[src/rtl/lsbx_pkg.sv]
package lsbx_pkg;

  // Parser phases of the back end (the header skip lives in the front end)
  typedef enum logic [2:0] {
    PH_MAGIC,
    PH_PWLEN,
    PH_PW,
    PH_EXTLEN,
    PH_EXT,
    PH_SIZE,
    PH_DATA,
    PH_IDLE
  } phase_t;

  // Result kinds
  typedef enum logic [2:0] {
    KIND_EXT       = 3'd0,
    KIND_SIZE      = 3'd1,
    KIND_DATA      = 3'd2,
    KIND_MAGIC_BAD = 3'd3,
    KIND_PW_BAD    = 3'd4
  } kind_t;

  // Configuration register indexes
  localparam logic [2:0] CFG_MAGIC   = 3'd0;
  localparam logic [2:0] CFG_PW_LEN  = 3'd1;
  localparam logic [2:0] CFG_PW_LOW  = 3'd2;
  localparam logic [2:0] CFG_PW_MID  = 3'd3;
  localparam logic [2:0] CFG_PW_HIGH = 3'd4;

  localparam logic [4:0] MAX_PASSWORD_CHARS = 5'd24;

  // Field widths in bits, minus one (last bit index of a field)
  localparam logic [4:0] MAGIC_LAST_BIT = 5'd15;
  localparam logic [4:0] WORD_LAST_BIT  = 5'd31;
  localparam logic [4:0] CHAR_LAST_BIT  = 5'd7;

  typedef struct packed {
    logic [15:0] magic;
    logic [4:0]  pw_len;
    logic [63:0] pw_low;
    logic [63:0] pw_mid;
    logic [63:0] pw_high;
  } cfg_t;

  // One data bit handed from the front end to the back end
  typedef struct packed {
    logic start;    // first data bit of a new image
    logic bit_val;
  } bit_item_t;

  typedef struct packed {
    logic      push;
    bit_item_t item;
  } q_wr_t;

endpackage

[src/rtl/lsbx_ifs.sv]
interface lsbx_in_if;
  logic       valid;
  logic       ready;
  logic [7:0] cover_byte;
  logic       first_byte;

  modport source (output valid, output cover_byte, output first_byte, input ready);
  modport sink   (input valid, input cover_byte, input first_byte, output ready);
endinterface

interface lsbx_out_if;
  logic        valid;
  logic        ready;
  logic [2:0]  kind;
  logic [31:0] value;
  logic        last;

  modport source (output valid, output kind, output value, output last, input ready);
  modport sink   (input valid, input kind, input value, input last, output ready);
endinterface

[src/rtl/lsbx_front.sv]
module lsbx_front
  import lsbx_pkg::*;
#(
  parameter int HEADER_BYTES = 54
) (
  input  logic        clk,
  input  logic        rst_n,
  lsbx_in_if.sink     in_ch,
  input  logic        q_full,
  output q_wr_t       q_wr
);

  localparam int  HW      = (HEADER_BYTES < 2) ? 1 : $clog2(HEADER_BYTES + 1);
  localparam logic NO_HDR = (HEADER_BYTES == 0);

  logic [HW-1:0] hdr_cnt_r, hdr_cnt_nxt;
  logic          hdr_done_r, hdr_done_nxt;
  logic          pend_r, pend_nxt;

  logic          accept;
  logic [HW-1:0] eff_cnt;
  logic          eff_done;
  logic          eff_pend;

  assign in_ch.ready = !q_full;
  assign accept      = in_ch.valid && in_ch.ready;

  // A first-byte mark restarts the header count on this very byte
  assign eff_cnt  = in_ch.first_byte ? '0 : hdr_cnt_r;
  assign eff_done = in_ch.first_byte ? NO_HDR : hdr_done_r;
  assign eff_pend = in_ch.first_byte || pend_r;

  // Skip header bytes, forward data bits with a start flag
  always_comb begin
    hdr_cnt_nxt   = hdr_cnt_r;
    hdr_done_nxt  = hdr_done_r;
    pend_nxt      = pend_r;
    q_wr.push     = 1'b0;
    q_wr.item.start   = eff_pend;
    q_wr.item.bit_val = in_ch.cover_byte[0];
    if (accept) begin
      if (!eff_done) begin
        hdr_cnt_nxt  = eff_cnt + 1'b1;
        hdr_done_nxt = (hdr_cnt_nxt == HW'(HEADER_BYTES));
        pend_nxt     = eff_pend;
      end else begin
        hdr_cnt_nxt  = eff_cnt;
        hdr_done_nxt = 1'b1;
        pend_nxt     = 1'b0;
        q_wr.push    = 1'b1;
      end
    end
  end

  always_ff @(posedge clk) begin
    if (!rst_n) begin
      hdr_cnt_r  <= '0;
      hdr_done_r <= NO_HDR;
      pend_r     <= 1'b1;
    end else begin
      hdr_cnt_r  <= hdr_cnt_nxt;
      hdr_done_r <= hdr_done_nxt;
      pend_r     <= pend_nxt;
    end
  end

endmodule

[src/rtl/lsbx_queue.sv]
module lsbx_queue
  import lsbx_pkg::*;
#(
  parameter int QUEUE_DEPTH = 4
) (
  input  logic      clk,
  input  logic      rst_n,
  input  q_wr_t     q_wr,
  output logic      q_full,
  output logic      q_valid,
  output bit_item_t q_item,
  input  logic      q_pop
);

  localparam int PW = (QUEUE_DEPTH < 2) ? 1 : $clog2(QUEUE_DEPTH);
  localparam int CW = $clog2(QUEUE_DEPTH + 1);

  bit_item_t     mem_r [QUEUE_DEPTH];
  logic [PW-1:0] wr_ptr_r, wr_ptr_nxt;
  logic [PW-1:0] rd_ptr_r, rd_ptr_nxt;
  logic [CW-1:0] count_r, count_nxt;

  assign q_full  = (count_r == CW'(QUEUE_DEPTH));
  assign q_valid = (count_r != '0);
  assign q_item  = mem_r[rd_ptr_r];

  // Advance pointers with wrap at the depth
  always_comb begin
    wr_ptr_nxt = wr_ptr_r;
    rd_ptr_nxt = rd_ptr_r;
    count_nxt  = count_r;
    if (q_wr.push) begin
      wr_ptr_nxt = (wr_ptr_r == PW'(QUEUE_DEPTH - 1)) ? '0 : wr_ptr_r + 1'b1;
    end
    if (q_pop) begin
      rd_ptr_nxt = (rd_ptr_r == PW'(QUEUE_DEPTH - 1)) ? '0 : rd_ptr_r + 1'b1;
    end
    if (q_wr.push && !q_pop) begin
      count_nxt = count_r + 1'b1;
    end else if (!q_wr.push && q_pop) begin
      count_nxt = count_r - 1'b1;
    end
  end

  always_ff @(posedge clk) begin
    if (q_wr.push) begin
      mem_r[wr_ptr_r] <= q_wr.item;
    end
  end

  always_ff @(posedge clk) begin
    if (!rst_n) begin
      wr_ptr_r <= '0;
      rd_ptr_r <= '0;
      count_r  <= '0;
    end else begin
      wr_ptr_r <= wr_ptr_nxt;
      rd_ptr_r <= rd_ptr_nxt;
      count_r  <= count_nxt;
    end
  end

endmodule

[src/rtl/lsbx_back.sv]
module lsbx_back
  import lsbx_pkg::*;
(
  input  logic       clk,
  input  logic       rst_n,
  input  cfg_t       cfg,
  input  logic       q_valid,
  input  bit_item_t  q_item,
  output logic       q_pop,
  lsbx_out_if.source out_ch
);

  phase_t      phase_r, phase_nxt, ph_b;
  logic [4:0]  bit_cnt_r, bit_cnt_nxt, bc_b;
  logic [31:0] acc_r, acc_nxt, acc_b;
  logic [31:0] items_r, items_nxt, items_b;
  logic [4:0]  ci_r, ci_nxt, ci_b;
  logic        mm_r, mm_nxt, mm_b;

  logic        out_valid_r;
  kind_t       out_kind_r;
  logic [31:0] out_value_r;
  logic        out_last_r;

  logic        restart;
  logic        active;
  logic [31:0] v;
  logic [4:0]  last_bit;
  logic        field_done;
  logic        magic_bad;
  logic        pwlen_bad;
  logic [4:0]  ci_inc;
  logic        pw_end;
  logic        mm_new;
  logic        items_one;

  logic        res_valid;
  kind_t       res_kind;
  logic [31:0] res_value;
  logic        res_last;

  // Expected password character at a given index
  function automatic logic [7:0] pw_char(input cfg_t c, input logic [4:0] idx);
    logic [63:0] word;
    case (idx[4:3])
      2'd0:    word = c.pw_low;
      2'd1:    word = c.pw_mid;
      default: word = c.pw_high;
    endcase
    return word[{idx[2:0], 3'b000} +: 8];
  endfunction

  // Take a bit when the output register is free or being drained
  assign q_pop = q_valid && (!out_valid_r || out_ch.ready);

  // Start of a new image clears the parse state
  assign restart = q_pop && q_item.start;
  assign ph_b    = restart ? PH_MAGIC : phase_r;
  assign bc_b    = restart ? '0 : bit_cnt_r;
  assign acc_b   = restart ? '0 : acc_r;
  assign items_b = restart ? '0 : items_r;
  assign ci_b    = restart ? '0 : ci_r;
  assign mm_b    = restart ? 1'b0 : mm_r;

  assign active = q_pop && (ph_b != PH_IDLE);
  assign v      = {acc_b[30:0], q_item.bit_val};

  always_comb begin
    case (ph_b)
      PH_MAGIC:                     last_bit = MAGIC_LAST_BIT;
      PH_PWLEN, PH_EXTLEN, PH_SIZE: last_bit = WORD_LAST_BIT;
      default:                      last_bit = CHAR_LAST_BIT;
    endcase
  end

  assign field_done = (bc_b == last_bit);
  assign magic_bad  = (v[15:0] != cfg.magic);
  assign pwlen_bad  = (cfg.pw_len > MAX_PASSWORD_CHARS) || (v != {27'd0, cfg.pw_len});
  assign ci_inc     = ci_b + 1'b1;
  assign pw_end     = (ci_inc >= cfg.pw_len);
  assign mm_new     = mm_b || (v[7:0] != pw_char(cfg, ci_b));
  assign items_one  = (items_b == 32'd1);

  // Next parse state
  always_comb begin
    phase_nxt   = ph_b;
    bit_cnt_nxt = bc_b;
    acc_nxt     = acc_b;
    items_nxt   = items_b;
    ci_nxt      = ci_b;
    mm_nxt      = mm_b;
    if (active) begin
      acc_nxt     = v;
      bit_cnt_nxt = bc_b + 1'b1;
      if (field_done) begin
        acc_nxt     = '0;
        bit_cnt_nxt = '0;
        case (ph_b)
          PH_MAGIC: begin
            phase_nxt = magic_bad ? PH_IDLE : PH_PWLEN;
          end
          PH_PWLEN: begin
            ci_nxt = '0;
            mm_nxt = 1'b0;
            if (pwlen_bad) begin
              phase_nxt = PH_IDLE;
            end else begin
              phase_nxt = (v == '0) ? PH_EXTLEN : PH_PW;
            end
          end
          PH_PW: begin
            mm_nxt = mm_new;
            ci_nxt = ci_inc;
            if (pw_end) begin
              phase_nxt = mm_new ? PH_IDLE : PH_EXTLEN;
            end
          end
          PH_EXTLEN: begin
            items_nxt = v;
            phase_nxt = (v == '0) ? PH_SIZE : PH_EXT;
          end
          PH_EXT: begin
            items_nxt = items_b - 1'b1;
            if (items_one) begin
              phase_nxt = PH_SIZE;
            end
          end
          PH_SIZE: begin
            items_nxt = v;
            phase_nxt = (v == '0) ? PH_IDLE : PH_DATA;
          end
          PH_DATA: begin
            items_nxt = items_b - 1'b1;
            if (items_one) begin
              phase_nxt = PH_IDLE;
            end
          end
          default: begin
            phase_nxt = PH_IDLE;
          end
        endcase
      end
    end
  end

  // Result caused by this bit
  always_comb begin
    res_valid = 1'b0;
    res_kind  = KIND_EXT;
    res_value = '0;
    res_last  = 1'b0;
    if (active && field_done) begin
      case (ph_b)
        PH_MAGIC: begin
          res_valid = magic_bad;
          res_kind  = KIND_MAGIC_BAD;
        end
        PH_PWLEN: begin
          res_valid = pwlen_bad;
          res_kind  = KIND_PW_BAD;
        end
        PH_PW: begin
          res_valid = pw_end && mm_new;
          res_kind  = KIND_PW_BAD;
        end
        PH_EXT: begin
          res_valid = 1'b1;
          res_kind  = KIND_EXT;
          res_value = {24'd0, v[7:0]};
        end
        PH_SIZE: begin
          res_valid = 1'b1;
          res_kind  = KIND_SIZE;
          res_value = v;
          res_last  = (v == '0);
        end
        PH_DATA: begin
          res_valid = 1'b1;
          res_kind  = KIND_DATA;
          res_value = {24'd0, v[7:0]};
          res_last  = items_one;
        end
        default: begin
          res_valid = 1'b0;
        end
      endcase
    end
  end

  always_ff @(posedge clk) begin
    if (!rst_n) begin
      phase_r   <= PH_MAGIC;
      bit_cnt_r <= '0;
      acc_r     <= '0;
      items_r   <= '0;
      ci_r      <= '0;
      mm_r      <= 1'b0;
    end else begin
      phase_r   <= phase_nxt;
      bit_cnt_r <= bit_cnt_nxt;
      acc_r     <= acc_nxt;
      items_r   <= items_nxt;
      ci_r      <= ci_nxt;
      mm_r      <= mm_nxt;
    end
  end

  // Output register: load on a new result, drop once taken
  always_ff @(posedge clk) begin
    if (!rst_n) begin
      out_valid_r <= 1'b0;
    end else if (q_pop) begin
      out_valid_r <= res_valid;
    end else if (out_ch.ready) begin
      out_valid_r <= 1'b0;
    end
  end

  always_ff @(posedge clk) begin
    if (q_pop && res_valid) begin
      out_kind_r  <= res_kind;
      out_value_r <= res_value;
      out_last_r  <= res_last;
    end
  end

  assign out_ch.valid = out_valid_r;
  assign out_ch.kind  = out_kind_r;
  assign out_ch.value = out_value_r;
  assign out_ch.last  = out_last_r;

endmodule

[src/rtl/lsb_stego_payload_extractor.sv]
// Channel   Dir  Handshake     Payload
// in_ch     in   valid/ready   cover_byte[7:0], first_byte
// out_ch    out  valid/ready   kind[2:0], value[31:0], last
// cfg_*     in   cfg_we        cfg_index[2:0], cfg_wdata[63:0]
//
// One cover byte is taken per cycle while the bit queue is not full; a data bit
// waits in the bit queue, then its result in the output register. Throughput is
// one byte per cycle unless stalled, set by the single-bit shift in the parser.
// Synchronous active-low reset acts as the start of a new image; config regs clear.
// A stalled output holds the parser; the bit queue absorbs QUEUE_DEPTH bytes
// before in_ch.ready drops.
module lsb_stego_payload_extractor
  import lsbx_pkg::*;
#(
  parameter int HEADER_BYTES = 54,
  parameter int QUEUE_DEPTH  = 4
) (
  input  logic        clk,
  input  logic        rst_n,
  lsbx_in_if.sink     in_ch,
  lsbx_out_if.source  out_ch,
  input  logic        cfg_we,
  input  logic [2:0]  cfg_index,
  input  logic [63:0] cfg_wdata
);

  cfg_t      cfg_r;
  q_wr_t     q_wr;
  logic      q_full;
  logic      q_valid;
  bit_item_t q_item;
  logic      q_pop;

  // Configuration registers
  always_ff @(posedge clk) begin
    if (!rst_n) begin
      cfg_r <= '0;
    end else if (cfg_we) begin
      case (cfg_index)
        CFG_MAGIC:   cfg_r.magic   <= cfg_wdata[15:0];
        CFG_PW_LEN:  cfg_r.pw_len  <= cfg_wdata[4:0];
        CFG_PW_LOW:  cfg_r.pw_low  <= cfg_wdata;
        CFG_PW_MID:  cfg_r.pw_mid  <= cfg_wdata;
        CFG_PW_HIGH: cfg_r.pw_high <= cfg_wdata;
        default:     cfg_r         <= cfg_r;
      endcase
    end
  end

  lsbx_front #(
    .HEADER_BYTES(HEADER_BYTES)
  ) u_front (
    .clk    (clk),
    .rst_n  (rst_n),
    .in_ch  (in_ch),
    .q_full (q_full),
    .q_wr   (q_wr)
  );

  lsbx_queue #(
    .QUEUE_DEPTH(QUEUE_DEPTH)
  ) u_queue (
    .clk     (clk),
    .rst_n   (rst_n),
    .q_wr    (q_wr),
    .q_full  (q_full),
    .q_valid (q_valid),
    .q_item  (q_item),
    .q_pop   (q_pop)
  );

  lsbx_back u_back (
    .clk     (clk),
    .rst_n   (rst_n),
    .cfg     (cfg_r),
    .q_valid (q_valid),
    .q_item  (q_item),
    .q_pop   (q_pop),
    .out_ch  (out_ch)
  );

  // A bit enters the queue only from an accepted item
  a_push_needs_accept: assert property (@(posedge clk) disable iff (!rst_n)
    q_wr.push |-> (in_ch.valid && in_ch.ready))
    else $error("bit queued without an accepted item");

  // The parser never pops an empty queue
  a_pop_needs_data: assert property (@(posedge clk) disable iff (!rst_n)
    q_pop |-> q_valid)
    else $error("pop from empty bit queue");

  // A zero payload size closes the record
  a_zero_size_last: assert property (@(posedge clk) disable iff (!rst_n)
    (out_ch.valid && (out_ch.kind == KIND_SIZE) && (out_ch.value == 32'd0))
      |-> out_ch.last)
    else $error("zero size result without last");

  // A new result appears only after a bit was taken from the queue
  a_result_from_pop: assert property (@(posedge clk) disable iff (!rst_n)
    $rose(out_ch.valid) |-> $past(q_pop))
    else $error("result without a parsed bit");

endmodule

[src/flat_wrapper.sv]
// flat-port wrapper written by rule: the top's interface ports become plain ports
module lsb_stego_payload_extractor_flat import lsbx_pkg::*;
#(
  parameter int HEADER_BYTES = 54,
  parameter int QUEUE_DEPTH  = 4
)
  (clk, rst_n, cfg_we, cfg_index, cfg_wdata, in_ch_valid, in_ch_cover_byte, in_ch_first_byte, in_ch_ready, out_ch_valid, out_ch_kind, out_ch_value, out_ch_last, out_ch_ready);
  lsbx_in_if in_ch_i ();
  lsbx_out_if out_ch_i ();
  input  logic clk;
  input  logic rst_n;
  input  logic cfg_we;
  input  logic [2:0] cfg_index;
  input  logic [63:0] cfg_wdata;
  input wire logic [$bits(in_ch_i.valid)-1:0] in_ch_valid;
  input wire logic [$bits(in_ch_i.cover_byte)-1:0] in_ch_cover_byte;
  input wire logic [$bits(in_ch_i.first_byte)-1:0] in_ch_first_byte;
  output wire logic [$bits(in_ch_i.ready)-1:0] in_ch_ready;
  output wire logic [$bits(out_ch_i.valid)-1:0] out_ch_valid;
  output wire logic [$bits(out_ch_i.kind)-1:0] out_ch_kind;
  output wire logic [$bits(out_ch_i.value)-1:0] out_ch_value;
  output wire logic [$bits(out_ch_i.last)-1:0] out_ch_last;
  input wire logic [$bits(out_ch_i.ready)-1:0] out_ch_ready;
  assign in_ch_i.valid = in_ch_valid;
  assign in_ch_i.cover_byte = in_ch_cover_byte;
  assign in_ch_i.first_byte = in_ch_first_byte;
  assign in_ch_ready = in_ch_i.ready;
  assign out_ch_valid = out_ch_i.valid;
  assign out_ch_kind = out_ch_i.kind;
  assign out_ch_value = out_ch_i.value;
  assign out_ch_last = out_ch_i.last;
  assign out_ch_i.ready = out_ch_ready;
  lsb_stego_payload_extractor #(.HEADER_BYTES(HEADER_BYTES), .QUEUE_DEPTH(QUEUE_DEPTH)) u_core (.clk(clk), .rst_n(rst_n), .in_ch(in_ch_i), .out_ch(out_ch_i), .cfg_we(cfg_we), .cfg_index(cfg_index), .cfg_wdata(cfg_wdata));
endmodule
[config.mk]
export PLATFORM = sky130hd
export DESIGN_NAME = lsb_stego_payload_extractor_flat
export DESIGN_NICKNAME = d
export VERILOG_FILES = /design/src/rtl/lsbx_pkg.sv /design/src/rtl/lsbx_ifs.sv /design/src/rtl/lsbx_front.sv /design/src/rtl/lsbx_queue.sv /design/src/rtl/lsbx_back.sv /design/src/rtl/lsb_stego_payload_extractor.sv /design/src/flat_wrapper.sv
export SDC_FILE = /design/constraint.sdc
export NUM_CORES = 1
export LEC_CHECK = 0
export BUFFER_PORTS_ARGS = -buffer_cell sky130_fd_sc_hd__buf_2
export CAP_MARGIN = 20
export CORE_AREA = 2 2 189 191
export CTS_CLUSTER_DIAMETER = 50
export DETAILED_ROUTE_END_ITERATION = 8
export DIE_AREA = 0 0 191 193
export GPL_TIMING_DRIVEN = 0
export PLACE_DENSITY = 0.7
export SYNTH_ARGS = -nofsm -noshare
export SYNTH_HDL_FRONTEND = slang
export SYNTH_HIERARCHICAL = 1
export SYNTH_SLANG_ARGS = --single-unit
[constraint.sdc]
create_clock -name clk -period 6.3 [get_ports clk]
set_clock_uncertainty 0.2 [all_clocks]
set_input_delay 0.315 -clock clk [delete_from_list [all_inputs] [get_ports clk]]
set_output_delay 0.315 -clock clk [all_outputs]
set_load 0.01 [all_outputs]
==> impl_summary.txt <==
----------------------------------------------------
[Synthesis]
  Register bit count reported by yosys ... 352
  Synthesized netlist net count ... 2024
  Most common flop cell mapped by yosys ... sky130_fd_sc_hd__dfxtp_1
  Synth warn ... 6
  Cell variety after synth ... 88
  Number of cells produced by synthesis ... 1927
  Mean area per synthesized cell ... 8.91 um^2
  Number of synthesized flops with an enable pin ... 44
  Sequential-to-total area share from yosys stat ... 0.436
  Netlist Area Pre-Place ... 0.0172 mm^2
  Async set-or-reset flop fraction in the synthesized netlist ... 0

[Power]
  Pwr Density ... 245 mW/mm^2
  Highest ir drop seen on vdd ... 0.230 mV
  P_leak ... 8.03 nW

[Place]
  Sum of net half-perimeters after detailed placement ... 42.3 mm
  Placed instance area ... 0.0183 mm^2
  Cell count after placement ... 2499
  Port-buffer cells ... 110
  Last weighted congestion value of the routability-driven placer ... 0.989

[Worst setup path]
  Required time of the worst setup path ... 6.32 ns
  Critical Path Sink Type ... flip-flop
  Data arrival time of the critical path ... 6.15 ns
  Max FO, Critical Path ... 30
  CP Launch Type ... flip-flop
  WS Path Type ... reg -> reg

[Global route]
  Number of global-route vias before repair ... 15700
  Global-route wire length before repair ... 91.3 mm
  Maximum number of pins on one net before global-route repair ... 31
  Antenna violations before repair ... 0
  Remaining global-route overflow ... 0
  Overall routing resource usage ... 0.324

[Finish]
  Final non-filler cell total ... 2628
  Layout Nets ... 2234
  Area overhead of the layout relative to synthesis ... 18.1%
  Post-route design area ... 0.0203 mm^2
  Number of antenna diodes ... 0
  Share of post-route cells with drive strength above 1 ... 0.116

[CTS]
  Clock slew at reported path FFs ... 0.06 ns
  Clock network latency to the later pin of the worst-skew pair ... 0.54 ns
  Number of buffers between clock root and the deepest sink ... 3
  Setup Fix Bufs, Post-CTS ... 0
  CTS Buf Count ... 42
  Clock tree from TritonCTS ... done
  Deepest level of the CTS H-tree ... 2
  Count of clock tree sinks ... 352
  Clock Tree Root ... sky130_fd_sc_hd__clkbuf_16

[Flow run]
  Max-cap check violation count ... 0

[Routing]
  Remaining antenna violation count ... 0
  Vias ... 16000
  Pre-Repair DR Iteration Count ... 5
  Vias per Instance ... 6.09
  Iter 0 DRT Violations ... 1504
  Average wire per standard cell ... 22.8 um
  DRC violation count after routing ... 0
  Total detailed-routing wirelength ... 59.8 mm

[Timing]
  Slew headroom ... 0.208
  Final hold violations ... 0
  Highest achievable clock rate ... 163 MHz
  Max-slew violation count ... 0
  Unrepaired setup endpoints after global routing ... no
  Final Cycle Share ... 0.973
  Slew @ Worst Pin ... 1.18 ns
  Final setup viols ... 0
  Min Tclk post-route ... 6.13 ns

[Die]
  Area of the core ... 0.0350 mm^2
  Starting Density ... 0.491
  Std cell rows ... 69
  Number of I/O pins ... 119
  Vertical extent of the die ... 193 um
  Die X-Extent ... 191 um
  Die area ... 0.0369 mm^2

[Min path]
  Class of the tightest hold or removal check ... in -> reg

[Outcome]
  Result of the run ... finished clean

----------------------------------------------------
## worst paths after layout
check | from | endpoint | slack, ns | cells past startpoint
setup / recovery | flip-flop | u_core/u_back/out_ch.value[25]$_SDFFCE_PN0P_ | 0.17 | 15
hold / removal | cfg_wdata[2] | u_core/cfg_r[199]$_SDFFE_PN0P_ | 0.01 | 3
setup reg to reg | flip-flop | u_core/u_back/out_ch.value[25]$_SDFFCE_PN0P_ | 0.17 | 15
hold reg to reg | u_core/u_front/pend_r$_SDFFE_PN1P_ | u_core/u_front/pend_r$_SDFFE_PN1P_ | 0.25 | 1
## area by class of cell
cell class / instances / area [um^2]
repair buffers: 168 / 1150
fillers: 3136 / 14700
well taps: 461 / 577
multi-input cells: 1406 / 8990
plain buffers: 142 / 604
clock buffers: 52 / 1150
inverters: 25 / 93.8
flip-flops and latches: 352 / 7490
clock inverters: 22 / 224
## what timing repair did
action / CTS / global route
setup endpoints to repair: 58 / 11
resized for setup: 0 / 1
pin swaps: 0 / 0
hold buffers: 56 / 0
endpoints found under the hold margin: 163 / 0
## worst max-delay path: stages (launching register included)
cell and delay [ns]:
sky130_fd_sc_hd__dfxtp_1 0.33, sky130_fd_sc_hd__mux4_2 0.39, sky130_fd_sc_hd__nand2_1 0.23, sky130_fd_sc_hd__o21ai_1 0.98, sky130_fd_sc_hd__clkinv_1 0.87, sky130_fd_sc_hd__clkbuf_1 0.54, sky130_fd_sc_hd__ha_1 0.45, sky130_fd_sc_hd__ha_1 0.29
sky130_fd_sc_hd__a21o_1 0.12, sky130_fd_sc_hd__a21o_1 0.12, sky130_fd_sc_hd__a21o_1 0.10, sky130_fd_sc_hd__a21oi_1 0.10, sky130_fd_sc_hd__nor3_1 0.27, sky130_fd_sc_hd__o31ai_1 0.20, sky130_fd_sc_hd__a21oi_4 0.38, sky130_fd_sc_hd__buf_12 0.25
## layer usage
layer,GRT usage,part of all wire,up-vias
met5,0,0,-
met4,0.204,0.070,0
met3,0.0570,0.085,257
met2,0.532,0.45,868
met1,0.395,0.39,7601
li1,-,-,7285
## stage by stage
stage / utilization / power [mW] / hold WS [ns] / setup WS (ns) / TNS, ns
after floorplan: - / 2.48 / 0.218 / 0.486 / 0
after global placement: 0.523 / 2.57 / 0.232 / -1.96 / -75.29
after detailed placement: 0.524 / 2.57 / 0.237 / -0.480 / -7.27
after CTS: 0.579 / 4.98 / 0.000505 / 0.0368 / 0
after global routing: 0.580 / 5.09 / 0.0159 / 0.0912 / 0
final: 0.580 / 4.96 / 0.0129 / 0.170 / 0
## registers in the layout (all words and copies together) (netlist names), 3 cells and up, named ones only
signal,count
u_core/u_back/phase_r,3
u_core/u_front/hdr_cnt_r,6
u_core/cfg_r,213
u_core/u_back/bit_cnt_r,5
u_core/u_back/out_ch.kind,3
u_core/u_back/ci_r,5
u_core/u_queue/count_r,3
u_core/u_back/acc_r,31
u_core/u_back/items_r,32
u_core/u_back/out_ch.value,32
u_core/u_queue/mem_r,8
## synthesized netlist by cell type, drive strengths merged, types with 19 or more instances
library cell	count	area, um^2
nand2	405	1520
dfxtp	308	6170
mux2i	234	2340
clkbuf	106	398
nor2	95	359
a21oi	81	405
o21ai	62	314
edfxtp	44	1320
and2	39	245
buf	38	214
nor2b	36	225
nor3	36	180
o22ai	32	200
nand3	28	140
a22oi	26	195
nor4	24	156
o221ai	24	210
inv	22	82.6
o21a	22	165
xnor2	20	175
xor2	19	166
## logic make-up (layout without fill, tap and decap cells)
kind of cell | count (synthesis) | after routing | synth area share
simple gates | 735 | 735 | 0.198
xor+xnor | 39 | 39 | 0.0199
mux | 237 | 237 | 0.140
fa+ha+maj | 16 | 16 | 0.0121
compound gates | 379 | 379 | 0.153
flops | 352 | 352 | 0.436
buf+inv | 169 | 409 | 0.0411
## placed cells by master, fill, tap and decap left out, drive strengths merged, types with 14 or more instances in the layout
cell         count
a21oi           81
a22oi           26
a31oi           15
and2            39
buf            150
clkbuf         156
clkinv          15
dfxtp          308
dlygate4sd3     56
edfxtp          44
ha              15
inv             27
mux2i          234
nand2          405
nand3           28
nor2            95
nor2b           36
nor3            36
nor4            24
o211ai          17
o21a            22
o21ai           62
o221a           14
o221ai          24
o22ai           32
xnor2           20
xor2            19
## report_power, final
part / internal [mW] / switching, mW / total (mW)
combinational: 0.0987 / 0.141 / 0.239
sequential: 2.30 / 0.0195 / 2.32
clock: 1.43 / 0.975 / 2.40
Power figures use the tool's default switching activity.
